`config.mk`:
```
export PLATFORM = sky130hd
export DESIGN_NAME = led_matrix_animation_sequencer_unit
export DESIGN_NICKNAME = d
export VERILOG_FILES = /design/src/rtl/lmas_pkg.sv /design/src/rtl/lmas_cfg_regs.sv /design/src/rtl/lmas_core.sv /design/src/rtl/led_matrix_animation_sequencer_unit.sv
export SDC_FILE = /design/constraint.sdc
export NUM_CORES = 1
export LEC_CHECK = 0
export BUFFER_PORTS_ARGS = -buffer_cell sky130_fd_sc_hd__clkbuf_2
export CAP_MARGIN = 20
export CORE_AREA = 2 2 234 236
export CTS_CLUSTER_SIZE = 20
export DETAILED_ROUTE_END_ITERATION = 8
export DIE_AREA = 0 0 236 238
export SYNTH_ARGS = -nofsm -noshare
export SYNTH_HDL_FRONTEND = slang
export SYNTH_HIERARCHICAL = 1
export SYNTH_SLANG_ARGS = --single-unit
```
`constraint.sdc`:
```
create_clock -name clk -period 21.1 [get_ports clk]
set_input_delay 1.055 -clock clk [delete_from_list [all_inputs] [get_ports clk]]
set_output_delay 1.055 -clock clk [all_outputs]
set_load 0.01 [all_outputs]
```
`src/rtl/lmas_pkg.sv`:
```
// Shared types, codes and pattern tables for the LED-matrix animation sequencer.
// No dependencies; every other file in rtl/ refers to this package by scoped names.
package lmas_pkg;

    localparam int NumRows = 6;

    // Input request codes.
    localparam logic [2:0] MODE_TICK   = 3'd0;
    localparam logic [2:0] MODE_ALL_ON = 3'd1;
    localparam logic [2:0] MODE_OFF    = 3'd2;
    localparam logic [2:0] MODE_BRIGHT = 3'd3;
    localparam logic [2:0] MODE_ANIM   = 3'd4;

    // Animation numbers.
    localparam logic [7:0] ANIM_NORMAL    = 8'd0;
    localparam logic [7:0] ANIM_MARCH     = 8'd1;
    localparam logic [7:0] ANIM_SPIN      = 8'd2;
    localparam logic [7:0] ANIM_RING      = 8'd3;
    localparam logic [7:0] ANIM_UPDOWN    = 8'd4;
    localparam logic [7:0] ANIM_LEFTRIGHT = 8'd5;

    // Register indexes on the configuration port.
    localparam logic [1:0] REG_FIRST_DELAY  = 2'd0;
    localparam logic [1:0] REG_SECOND_DELAY = 2'd1;
    localparam logic [1:0] REG_TRANSITION   = 2'd2;

    localparam logic [15:0] FIRST_DELAY_RESET  = 16'd1000;
    localparam logic [15:0] SECOND_DELAY_RESET = 16'd1000;
    localparam logic [15:0] TRANSITION_RESET   = 16'd300;
    localparam logic [15:0] THIRD_RESET        = 16'd100;

    // ceil(2^17 / 3): x * RECIP3 >> 17 equals x / 3 for every 16-bit x.
    localparam logic [32:0] RECIP3 = 33'd43691;

    localparam logic [15:0] SLOW_MS = 16'd250;
    localparam logic [15:0] SPIN_MS = 16'd50;
    localparam logic [15:0] ELAPSED_MAX = 16'hFFFF;
    localparam logic [3:0]  BRIGHT_RESET = 4'd15;

    localparam logic [3:0] NORMAL_LAST = 4'd8;
    localparam logic [3:0] NORMAL_MID  = 4'd4;
    localparam logic [3:0] SPIN_STEPS  = 4'd14;
    localparam logic [2:0] RING_TOP      = 3'd2;
    localparam logic [2:0] UPDOWN_TOP    = 3'd4;
    localparam logic [2:0] LEFTRIGHT_TOP = 3'd5;

    typedef logic [NumRows-1:0][7:0] frame_t;

    typedef struct packed {
        logic [2:0] mode;
        logic [7:0] value;
    } item_t;

    typedef struct packed {
        logic [15:0] first_delay;
        logic [15:0] second_delay;
        logic [15:0] third_transition;
    } cfg_t;

    typedef struct packed {
        logic [2:0] step;
        logic       down;
    } bounce_t;

    function automatic logic [7:0] stage_pat(input logic [3:0] s);
        logic [7:0] p;
        begin
            unique case (s)
                4'd0:    p = 8'h55;
                4'd1:    p = 8'hD5;
                4'd2:    p = 8'h95;
                4'd3:    p = 8'hB5;
                4'd4:    p = 8'hAA;
                4'd5:    p = 8'h2A;
                4'd6:    p = 8'h6A;
                default: p = 8'h55;
            endcase
            return p;
        end
    endfunction

    function automatic logic [2:0] spin_row(input logic [3:0] s);
        logic [2:0] r;
        begin
            unique case (s)
                4'd0, 4'd11, 4'd12, 4'd13: r = 3'd0;
                4'd1, 4'd10:               r = 3'd1;
                4'd2, 4'd9:                r = 3'd2;
                4'd3, 4'd8:                r = 3'd3;
                default:                   r = 3'd4;
            endcase
            return r;
        end
    endfunction

    function automatic logic [7:0] spin_bits(input logic [3:0] s);
        logic [7:0] b;
        begin
            unique case (s)
                4'd0, 4'd4:        b = 8'h40;
                4'd1, 4'd2, 4'd3:  b = 8'h80;
                4'd5, 4'd13:       b = 8'h20;
                4'd6, 4'd12:       b = 8'h10;
                4'd7, 4'd11:       b = 8'h08;
                default:           b = 8'h04;
            endcase
            return b;
        end
    endfunction

    function automatic logic [7:0] ring_img(input logic [1:0] s, input logic [2:0] r);
        logic [7:0] b;
        begin
            b = 8'h00;
            unique case (s)
                2'd0:    b = (r == 3'd0 || r == 3'd4) ? 8'h78 : 8'h84;
                2'd1:    b = (r == 3'd2) ? 8'h48 : ((r == 3'd1 || r == 3'd3) ? 8'h78 : 8'h00);
                2'd2:    b = (r == 3'd2) ? 8'h30 : 8'h00;
                default: b = 8'h00;
            endcase
            return b;
        end
    endfunction

    // Step a bouncing counter between 0 and top; out-of-range values restart it.
    function automatic bounce_t bounce(input logic [2:0] step, input logic down,
                                       input logic [2:0] top);
        bounce_t r;
        begin
            r.step = step;
            r.down = down;
            if (step > top)
            begin
                r.step = 3'd0;
                r.down = 1'b0;
            end
            else if (down)
            begin
                if (step == 3'd0)
                begin
                    r.step = 3'd1;
                    r.down = 1'b0;
                end
                else
                begin
                    r.step = step - 3'd1;
                end
            end
            else if (step == top)
            begin
                r.step = top - 3'd1;
                r.down = 1'b1;
            end
            else
            begin
                r.step = step + 3'd1;
            end
            return r;
        end
    endfunction

endpackage

```
`src/rtl/lmas_cfg_regs.sv`:
```
// APB-style configuration registers: delay times and the derived transition hold.
// Depends on lmas_pkg.
module lmas_cfg_regs (
    input  logic               clk,
    input  logic               rst_n,
    input  logic               psel,
    input  logic               penable,
    input  logic               pwrite,
    input  logic [3:0]         paddr,
    input  logic [31:0]        pwdata,
    output logic [31:0]        prdata,
    output logic               pready,
    output lmas_pkg::cfg_t     cfg
);

    logic [15:0] first_reg;
    logic [15:0] second_reg;
    logic [15:0] transition_reg;
    logic [15:0] third_reg;
    logic [15:0] third_next;
    logic [32:0] product;
    logic        wr_en;
    logic [1:0]  index;

    assign pready = 1'b1;
    assign wr_en  = psel && penable && pwrite && pready;
    assign index  = paddr[3:2];

    always_ff @(posedge clk or negedge rst_n)
    begin
        if (!rst_n)
        begin
            first_reg      <= lmas_pkg::FIRST_DELAY_RESET;
            second_reg     <= lmas_pkg::SECOND_DELAY_RESET;
            transition_reg <= lmas_pkg::TRANSITION_RESET;
        end
        else if (wr_en)
        begin
            if (index == lmas_pkg::REG_FIRST_DELAY)
            begin
                first_reg <= pwdata[15:0];
            end
            if (index == lmas_pkg::REG_SECOND_DELAY)
            begin
                second_reg <= pwdata[15:0];
            end
            if (index == lmas_pkg::REG_TRANSITION)
            begin
                transition_reg <= pwdata[15:0];
            end
        end
    end

    // One third of the transition time, by reciprocal multiplication, registered.
    assign product    = {17'd0, transition_reg} * lmas_pkg::RECIP3;
    assign third_next = product[32:17];

    always_ff @(posedge clk or negedge rst_n)
    begin
        if (!rst_n)
        begin
            third_reg <= lmas_pkg::THIRD_RESET;
        end
        else
        begin
            third_reg <= third_next;
        end
    end

    always_comb
    begin
        prdata = 32'd0;
        unique case (index)
            lmas_pkg::REG_FIRST_DELAY:  prdata = {16'd0, first_reg};
            lmas_pkg::REG_SECOND_DELAY: prdata = {16'd0, second_reg};
            lmas_pkg::REG_TRANSITION:   prdata = {16'd0, transition_reg};
            default:                    prdata = 32'd0;
        endcase
    end

    assign cfg.first_delay      = first_reg;
    assign cfg.second_delay     = second_reg;
    assign cfg.third_transition = third_reg;

endmodule

```
`src/rtl/lmas_core.sv`:
```
// Animation state and frame buffer; computes the next state for one request.
// Depends on lmas_pkg.
module lmas_core (
    input  logic                clk,
    input  logic                rst_n,
    input  logic                enable,
    input  lmas_pkg::item_t     item,
    input  lmas_pkg::cfg_t      cfg,
    output lmas_pkg::frame_t    frame,
    output lmas_pkg::frame_t    frame_next,
    output logic [3:0]          bright_next,
    output logic                changed
);

    lmas_pkg::frame_t frame_reg;
    logic [15:0] elapsed_reg, elapsed_next;
    logic        animating_reg, animating_next;
    logic [7:0]  animation_reg, animation_next;
    logic [3:0]  normal_stage_reg, normal_stage_next;
    logic        normal_down_reg, normal_down_next;
    logic        march_phase_reg, march_phase_next;
    logic [3:0]  spin_step_reg, spin_step_next;
    logic [1:0]  ring_step_reg, ring_step_next;
    logic        ring_down_reg, ring_down_next;
    logic [2:0]  updown_step_reg, updown_step_next;
    logic        updown_down_reg, updown_down_next;
    logic [2:0]  leftright_step_reg, leftright_step_next;
    logic        leftright_down_reg, leftright_down_next;
    logic [3:0]  bright_reg;

    always_comb
    begin
        logic [15:0] el_inc;
        logic [15:0] hold;
        logic [3:0]  stage_sat;
        logic [4:0]  stage_up;
        logic [3:0]  stage_new;
        logic        due;
        lmas_pkg::bounce_t bn;

        frame_next          = frame_reg;
        elapsed_next        = elapsed_reg;
        animating_next      = animating_reg;
        animation_next      = animation_reg;
        normal_stage_next   = normal_stage_reg;
        normal_down_next    = normal_down_reg;
        march_phase_next    = march_phase_reg;
        spin_step_next      = spin_step_reg;
        ring_step_next      = ring_step_reg;
        ring_down_next      = ring_down_reg;
        updown_step_next    = updown_step_reg;
        updown_down_next    = updown_down_reg;
        leftright_step_next = leftright_step_reg;
        leftright_down_next = leftright_down_reg;
        bright_next         = bright_reg;

        el_inc = (elapsed_reg == lmas_pkg::ELAPSED_MAX) ? elapsed_reg : elapsed_reg + 16'd1;
        stage_sat = (normal_stage_reg > lmas_pkg::NORMAL_LAST) ? lmas_pkg::NORMAL_LAST
                                                               : normal_stage_reg;
        stage_up  = {1'b0, normal_stage_reg} + 5'd1;
        stage_new = stage_sat;
        bn        = '0;

        // Hold time of the running animation.
        unique case (animation_reg)
            lmas_pkg::ANIM_NORMAL:
            begin
                if (stage_sat == 4'd0 || stage_sat == lmas_pkg::NORMAL_LAST)
                begin
                    hold = cfg.first_delay;
                end
                else if (stage_sat == lmas_pkg::NORMAL_MID)
                begin
                    hold = cfg.second_delay;
                end
                else
                begin
                    hold = cfg.third_transition;
                end
            end
            lmas_pkg::ANIM_SPIN: hold = lmas_pkg::SPIN_MS;
            default:             hold = lmas_pkg::SLOW_MS;
        endcase
        due = (el_inc >= hold) && (animation_reg <= lmas_pkg::ANIM_LEFTRIGHT);

        unique case (item.mode)
            lmas_pkg::MODE_TICK:
            begin
                elapsed_next = el_inc;
                if (animating_reg && due)
                begin
                    elapsed_next = 16'd0;
                    if (animation_reg != lmas_pkg::ANIM_NORMAL)
                    begin
                        frame_next = '0;
                    end
                    unique case (animation_reg)
                        lmas_pkg::ANIM_NORMAL:
                        begin
                            if (normal_down_reg)
                            begin
                                stage_new = (stage_sat == 4'd0) ? 4'd0 : stage_sat - 4'd1;
                                normal_down_next = (stage_new != 4'd0);
                            end
                            else if (stage_up >= {1'b0, lmas_pkg::NORMAL_LAST})
                            begin
                                stage_new = lmas_pkg::NORMAL_LAST;
                                normal_down_next = 1'b1;
                            end
                            else
                            begin
                                stage_new = stage_up[3:0];
                            end
                            normal_stage_next = stage_new;
                            frame_next[0] = lmas_pkg::stage_pat(stage_new);
                            frame_next[1] = ~lmas_pkg::stage_pat(stage_new);
                            frame_next[2] = lmas_pkg::stage_pat(stage_new);
                            frame_next[3] = ~lmas_pkg::stage_pat(stage_new);
                            frame_next[4] = lmas_pkg::stage_pat(stage_new);
                        end
                        lmas_pkg::ANIM_MARCH:
                        begin
                            frame_next[0] = march_phase_reg ? 8'h55 : 8'hAA;
                            frame_next[1] = march_phase_reg ? 8'hAA : 8'h55;
                            frame_next[2] = march_phase_reg ? 8'h55 : 8'hAA;
                            frame_next[3] = march_phase_reg ? 8'hAA : 8'h55;
                            frame_next[4] = march_phase_reg ? 8'h55 : 8'hAA;
                            march_phase_next = !march_phase_reg;
                        end
                        lmas_pkg::ANIM_SPIN:
                        begin
                            if (spin_step_reg < lmas_pkg::SPIN_STEPS)
                            begin
                                frame_next[lmas_pkg::spin_row(spin_step_reg)] =
                                    lmas_pkg::spin_bits(spin_step_reg);
                            end
                            spin_step_next = (spin_step_reg < lmas_pkg::SPIN_STEPS - 4'd1)
                                           ? spin_step_reg + 4'd1 : 4'd0;
                        end
                        lmas_pkg::ANIM_RING:
                        begin
                            for (int r = 0; r < 5; r++)
                            begin
                                frame_next[r] = lmas_pkg::ring_img(ring_step_reg, 3'(r));
                            end
                            bn = lmas_pkg::bounce({1'b0, ring_step_reg}, ring_down_reg,
                                                  lmas_pkg::RING_TOP);
                            ring_step_next = bn.step[1:0];
                            ring_down_next = bn.down;
                        end
                        lmas_pkg::ANIM_UPDOWN:
                        begin
                            if (updown_step_reg <= lmas_pkg::UPDOWN_TOP)
                            begin
                                frame_next[updown_step_reg] = 8'hFF;
                            end
                            bn = lmas_pkg::bounce(updown_step_reg, updown_down_reg,
                                                  lmas_pkg::UPDOWN_TOP);
                            updown_step_next = bn.step;
                            updown_down_next = bn.down;
                        end
                        default:
                        begin
                            if (leftright_step_reg <= lmas_pkg::LEFTRIGHT_TOP)
                            begin
                                for (int r = 0; r < 5; r++)
                                begin
                                    frame_next[r] = 8'h80 >> leftright_step_reg;
                                end
                            end
                            bn = lmas_pkg::bounce(leftright_step_reg, leftright_down_reg,
                                                  lmas_pkg::LEFTRIGHT_TOP);
                            leftright_step_next = bn.step;
                            leftright_down_next = bn.down;
                        end
                    endcase
                end
            end
            lmas_pkg::MODE_ALL_ON:
            begin
                animating_next = 1'b0;
                frame_next     = '1;
            end
            lmas_pkg::MODE_OFF:
            begin
                animating_next = 1'b0;
                frame_next     = '0;
            end
            lmas_pkg::MODE_BRIGHT:
            begin
                if (item.value <= 8'd15)
                begin
                    bright_next = item.value[3:0];
                end
            end
            lmas_pkg::MODE_ANIM:
            begin
                animating_next = 1'b1;
                animation_next = item.value;
            end
            default:
            begin
            end
        endcase
    end

    assign changed = (frame_next != frame_reg) || (bright_next != bright_reg);
    assign frame   = frame_reg;

    always_ff @(posedge clk or negedge rst_n)
    begin
        if (!rst_n)
        begin
            frame_reg          <= '0;
            elapsed_reg        <= 16'd0;
            animating_reg      <= 1'b1;
            animation_reg      <= lmas_pkg::ANIM_NORMAL;
            normal_stage_reg   <= 4'd0;
            normal_down_reg    <= 1'b0;
            march_phase_reg    <= 1'b1;
            spin_step_reg      <= 4'd0;
            ring_step_reg      <= 2'd0;
            ring_down_reg      <= 1'b0;
            updown_step_reg    <= 3'd0;
            updown_down_reg    <= 1'b0;
            leftright_step_reg <= 3'd0;
            leftright_down_reg <= 1'b0;
            bright_reg         <= lmas_pkg::BRIGHT_RESET;
        end
        else if (enable)
        begin
            frame_reg          <= frame_next;
            elapsed_reg        <= elapsed_next;
            animating_reg      <= animating_next;
            animation_reg      <= animation_next;
            normal_stage_reg   <= normal_stage_next;
            normal_down_reg    <= normal_down_next;
            march_phase_reg    <= march_phase_next;
            spin_step_reg      <= spin_step_next;
            ring_step_reg      <= ring_step_next;
            ring_down_reg      <= ring_down_next;
            updown_step_reg    <= updown_step_next;
            updown_down_reg    <= updown_down_next;
            leftright_step_reg <= leftright_step_next;
            leftright_down_reg <= leftright_down_next;
            bright_reg         <= bright_next;
        end
    end

endmodule

```
`src/rtl/led_matrix_animation_sequencer_unit.sv`:
```
// A request is taken into the input register and gives its result, if any, in the result register.
// Throughput: one request per cycle; the state update is one pass of logic between
// the input register and the result register, so only a stalled result slows intake.
// Reset (rst_n low, asynchronous): frame dark, brightness 15, normal animation armed,
// delays 1000/1000/300 ms, input and result registers empty.
// Depends on lmas_pkg, lmas_cfg_regs and lmas_core.
module led_matrix_animation_sequencer_unit (
    input  logic        clk,
    input  logic        rst_n,
    input  logic        in_valid,
    output logic        in_stall,
    input  logic [2:0]  mode,
    input  logic [7:0]  value,
    output logic        out_valid,
    input  logic        out_stall,
    output logic [7:0]  row0,
    output logic [7:0]  row1,
    output logic [7:0]  row2,
    output logic [7:0]  row3,
    output logic [7:0]  row4,
    output logic [7:0]  row5,
    output logic [3:0]  intensity,
    input  logic        psel,
    input  logic        penable,
    input  logic        pwrite,
    input  logic [3:0]  paddr,
    input  logic [31:0] pwdata,
    output logic [31:0] prdata,
    output logic        pready
);

    logic              in_valid_reg, in_valid_next;
    lmas_pkg::item_t   item_reg;
    logic              out_valid_reg, out_valid_next;
    lmas_pkg::frame_t  out_frame_reg;
    logic [3:0]        out_bright_reg;
    logic              advance;
    logic              load;
    lmas_pkg::cfg_t    cfg;
    lmas_pkg::frame_t  frame;
    lmas_pkg::frame_t  frame_next;
    logic [3:0]        bright_next;
    logic              changed;

    lmas_cfg_regs u_cfg (
        .clk     (clk),
        .rst_n   (rst_n),
        .psel    (psel),
        .penable (penable),
        .pwrite  (pwrite),
        .paddr   (paddr),
        .pwdata  (pwdata),
        .prdata  (prdata),
        .pready  (pready),
        .cfg     (cfg)
    );

    lmas_core u_core (
        .clk         (clk),
        .rst_n       (rst_n),
        .enable      (advance),
        .item        (item_reg),
        .cfg         (cfg),
        .frame       (frame),
        .frame_next  (frame_next),
        .bright_next (bright_next),
        .changed     (changed)
    );

    // The held request is processed once the result slot is free or being emptied.
    assign advance  = in_valid_reg && (!out_valid_reg || !out_stall);
    assign in_stall = in_valid_reg && !advance;
    assign load     = in_valid && !in_stall;

    assign in_valid_next  = load || (in_valid_reg && !advance);
    assign out_valid_next = advance ? changed : (out_valid_reg && out_stall);

    always_ff @(posedge clk or negedge rst_n)
    begin
        if (!rst_n)
        begin
            in_valid_reg  <= 1'b0;
            out_valid_reg <= 1'b0;
        end
        else
        begin
            in_valid_reg  <= in_valid_next;
            out_valid_reg <= out_valid_next;
        end
    end

    always_ff @(posedge clk)
    begin
        if (load)
        begin
            item_reg.mode  <= mode;
            item_reg.value <= value;
        end
        if (advance && changed)
        begin
            out_frame_reg  <= frame_next;
            out_bright_reg <= bright_next;
        end
    end

    assign out_valid = out_valid_reg;
    assign row0      = out_frame_reg[0];
    assign row1      = out_frame_reg[1];
    assign row2      = out_frame_reg[2];
    assign row3      = out_frame_reg[3];
    assign row4      = out_frame_reg[4];
    assign row5      = out_frame_reg[5];
    assign intensity = out_bright_reg;

`ifndef SYNTHESIS
    a_result_from_advance: assert property (@(posedge clk) disable iff (!rst_n)
        $rose(out_valid_reg) |-> $past(advance))
        else $error("result appeared without a processed request");

    a_held_request_kept: assert property (@(posedge clk) disable iff (!rst_n)
        (in_valid_reg && !advance) |=> (in_valid_reg && $stable(item_reg)))
        else $error("held request lost or changed");

    a_all_on_lights_frame: assert property (@(posedge clk) disable iff (!rst_n)
        (advance && item_reg.mode == lmas_pkg::MODE_ALL_ON) |=> (frame == '1))
        else $error("all-on request did not light the whole frame");

    a_result_matches_frame: assert property (@(posedge clk) disable iff (!rst_n)
        (advance && changed) |=> (out_frame_reg == frame))
        else $error("result frame differs from the frame buffer");
`endif

endmodule

```
==> run_results.csv <==
group,metric,value,unit
run_status,outcome,"finished clean",
synth,netlist_instances,2054,
synth,yosys_register_bits,226,
worst_hold_path,whs_endpoint,"u_core/ring_step_reg[1]$_DFFE_PN0P_",
synth,synth.area.top_cells,"sky130_fd_sc_hd__dfrtp_1, sky130_fd_sc_hd__ha_1, sky130_fd_sc_hd__edfxtp_1, sky130_fd_sc_hd__fa_1, sky130_fd_sc_hd__inv_1",
route,ant_nets,0,
critical_path,timing.critical_path.arrival,8.72,ns
clocking,ctsRootBufferMaster,"sky130_fd_sc_hd__clkbuf_16",
critical_path,timing.critical_path.from,"u_core/animation_reg[4]$_DFFE_PN0P_",
synth,synthesized_area_fraction_occupied_by_ao_oa_aoi_and_oai_cells,0.1884,
synth,yosys.area.top_type,"sky130_fd_sc_hd__dfrtp_1",
layout,stdcell_area,0.02071,mm²
placement,place.gp.congestion,0.9699,
worst_hold_path,min_delay_startpoint,"u_core/ring_down_reg$_DFFE_PN0P_",
die,floorplan_core_area,0.05350,mm²
route,drtPass1Iterations,6,
die,die_y_extent,238,µm
critical_path,required,21.35,ns
grt,first_global_vias,15850,
route,wl_per_cell,20.99,µm
layout,final.fill_count,5370,
route,detail_route.iter0.violations,1329,
placement,portBuffers,105,
route,detail_route.vias_per_cell,5.585,
placement,detailedPlacementHpwl,45470,µm
layout,post_route_cells_drive_above_1_share,0.1417,
timing,setup_tns,0,ns
synth,yosysSeqAreaShare,0.3237,
synth,synthFlopType,"sky130_fd_sc_hd__dfrtp_1",
layout,nNetsFinal,2413,
critical_path,timing.reg2reg.worst_path_depth,18,
critical_path,reg2reg_to,"row0[3]$_DFFE_PP_",
clocking,ctsHoldBuffers,0,
clocking,ctsResizeCount,0,
critical_path,timing.reg2reg.setup_slack,12.63,ns
synth,synth_top_area_share,0.1862,
grt,maximum_number_of_pins_on_one_net_before_global_route_repair,92,
critical_path,timing.critical_path.to_type,"flip-flop",
synth,xor_xnor_fraction_of_synth_area,0.01937,
route,postRouteWirelength,59510,µm
synth,synth.top_cells.by_count,"sky130_fd_sc_hd__inv_1, sky130_fd_sc_hd__nand2_1, sky130_fd_sc_hd__nor2_1",
route,post-route-drc-count,0,
synth,synth_top_family_by_area,"adder cells",
timing,max_clock_freq,118.0,MHz
clocking,clk_transition_reported_paths,0.06,ns
synth,post-synth-top-count-cell,"sky130_fd_sc_hd__inv_1",
clocking,cts-buffers-inserted,28,
grt,gr-total-overflow,0,
timing,min_period_over_period,0.4015,
grt,grt_first_pass_wirelength,93020,µm
die,fp.dieArea,0.05617,mm²
synth,yosysWarnings,6,
die,start_util,0.3466,
synth,synthMuxAreaShare,0.05101,
clocking,clk_latency,0.59,ns
die,design.portCount,141,
clocking,clock_path_buffers,3,
grt,overall_routing_resource_usage,0.2108,
timing,finalWorstPathRequiredPeriod,8.472,ns
clocking,clock_tree_from_tritoncts,"built",
die,total_number_of_placement_rows,85,
timing,unrepaired_setup_endpoints_after_global_routing,"no",
grt,antenna_found_initial,0,
critical_path,cp-start-kind,"flip-flop",
layout,finalCoreUtilization,0.3871,
clocking,h-tree-depth,1,
synth,post_synth.cell_area_avg,9.028,µm²
placement,post_detailed_placement_cell_area,0.01972,mm²
synth,synth_fa_ha_area_frac,0.1949,
synth,async_sr_flop_fraction,0.7212,
worst_hold_path,timing.hold.worst.class,"flip-flop to flip-flop",
clocking,clock-sinks,226,
timing,hold_viol,0,
timing,finalMaxSlewViolations,0,
timing,fin_worst_skew,0.04392,ns
synth,synth_enable_flop_cells,63,
route,total_number_of_vias,15830,
timing,max_slew.worst_pin.slew,1.138,ns
layout,synthToLayoutAreaGrowth,11.68,%
timing,final-setup-viol-count,0,
synth,synth_simple_gate_area_frac,0.1499,
critical_path,worst_r2r_startpoint,"u_core/animation_reg[4]$_DFFE_PN0P_",
die,chipWidth,236,µm
clocking,postCtsSetupRepairBufs,0,
timing,timing.hold.ws,0.4807,ns
flow_run,max_cap_viol_count,0,
layout,largest_register_ffs,48,
critical_path,crit_path_max_fanout,52,
synth,syn_area,0.01854,mm²
worst_hold_path,worst_hold_path.num_cells,1,
critical_path,critical_path_class,"flip-flop to flip-flop",
timing,maxSlewHeadroom,0.2387,
layout,antenna-diode-count,0,
synth,yosysUniqueCellTypes,95,
## layer usage
layer | global-route usage | up-vias | share of wire
met4 | 0.09709 | 0 | 0.052
met1 | 0.2714 | 7789 | 0.42
met5 | 0 | - | 0
met3 | 0.02163 | 134 | 0.045
met2 | 0.3576 | 516 | 0.48
li1 | - | 7394 | -
## area by class of cell
class / count / area [µm²] / share of cell area
clock buffer: 33 / 770.7 / 0.03722
timing repair buffer: 136 / 762.0 / 0.03680
multi-input combinational: 1512 / 11280 / 0.5449
sequential: 226 / 6002 / 0.2898
inverter: 213 / 799.5 / 0.03861
clock inverter: 19 / 220.2 / 0.01063
tap: 696 / 870.8 / 0.04205
## per-stage QoR
step	worst slack, ns	cells
finish	12.63	2835
global route	12.26	2835
CTS	12.63	2835
detailed placement	12.68	2783
global placement	12.75	2782
floorplan	12.74	2070
## worst max-delay path by stage
| stage | cells after the start | end | slack, ns |
|---|---|---|---|
| after floorplan | 21 | intensity[0]$_DFFE_PP_ | 12.74 |
| after global placement | 18 | row1[3]$_DFFE_PP_ | 12.75 |
| after detailed placement | 18 | row0[3]$_DFFE_PP_ | 12.68 |
| after CTS | 18 | row0[3]$_DFFE_PP_ | 12.63 |
| after global routing | 18 | row0[2]$_DFFE_PP_ | 12.26 |
| final | 18 | row0[3]$_DFFE_PP_ | 12.63 |
## cell usage in the layout (no fill, tap or decap), types with 14 or more instances in the layout
cell                          n
sky130_fd_sc_hd__a21o_1      25
sky130_fd_sc_hd__a21oi_1    135
sky130_fd_sc_hd__a31oi_1     25
sky130_fd_sc_hd__and3_1      14
sky130_fd_sc_hd__buf_4       30
sky130_fd_sc_hd__clkbuf_16   29
sky130_fd_sc_hd__clkbuf_2   104
sky130_fd_sc_hd__conb_1      18
sky130_fd_sc_hd__dfrtp_1    138
sky130_fd_sc_hd__dfstp_2     25
sky130_fd_sc_hd__edfxtp_1    63
sky130_fd_sc_hd__fa_1        78
sky130_fd_sc_hd__ha_1       164
sky130_fd_sc_hd__inv_1      213
sky130_fd_sc_hd__mux2_2      52
sky130_fd_sc_hd__mux2i_1     36
sky130_fd_sc_hd__nand2_1    195
sky130_fd_sc_hd__nand3_1     39
sky130_fd_sc_hd__nand4_1     22
sky130_fd_sc_hd__nor2_1     178
sky130_fd_sc_hd__nor3_1      31
sky130_fd_sc_hd__nor4_1      21
sky130_fd_sc_hd__o211ai_1    17
sky130_fd_sc_hd__o21ai_0    127
sky130_fd_sc_hd__o22a_1      16
sky130_fd_sc_hd__o31ai_1     21
sky130_fd_sc_hd__xnor2_1     19
sky130_fd_sc_hd__xor2_1      22
## cell families (layout without fill, tap and decap cells)
| logic type | Yosys count | count (layout) |
|---|---|---|
| and+or+nand+nor | 592 | 592 |
| other | 2 | 18 |
| buffers and inverters | 332 | 401 |
| xor gates and xnor gates | 41 | 41 |
| AOI/OAI and AO/OA | 531 | 531 |
| adders and majority gates | 242 | 242 |
| muxes | 88 | 88 |
| DFF | 226 | 226 |
## worst max-delay path, stage by stage (launching register included)
cell                        delay [ns]
sky130_fd_sc_hd__dfrtp_1          0.42
sky130_fd_sc_hd__or4_4            0.62
sky130_fd_sc_hd__or4_1            0.53
sky130_fd_sc_hd__nor2_1           0.70
sky130_fd_sc_hd__o211ai_1         0.22
sky130_fd_sc_hd__ha_1             0.32
sky130_fd_sc_hd__or2_2            0.27
sky130_fd_sc_hd__a221oi_1         0.42
sky130_fd_sc_hd__a2bb2oi_1        0.59
sky130_fd_sc_hd__a21o_1           0.73
sky130_fd_sc_hd__a21oi_1          0.53
sky130_fd_sc_hd__o211a_1          0.29
sky130_fd_sc_hd__a311o_1          0.31
sky130_fd_sc_hd__or4_1            0.48
sky130_fd_sc_hd__or4_1            0.44
sky130_fd_sc_hd__or4_1            0.64
sky130_fd_sc_hd__nand2_1          0.18
sky130_fd_sc_hd__a21oi_4          0.04
sky130_fd_sc_hd__buf_4            0.29
Power is not shown: default switching activity piles up to over one toggle a cycle in this logic, so the estimate is an artifact.
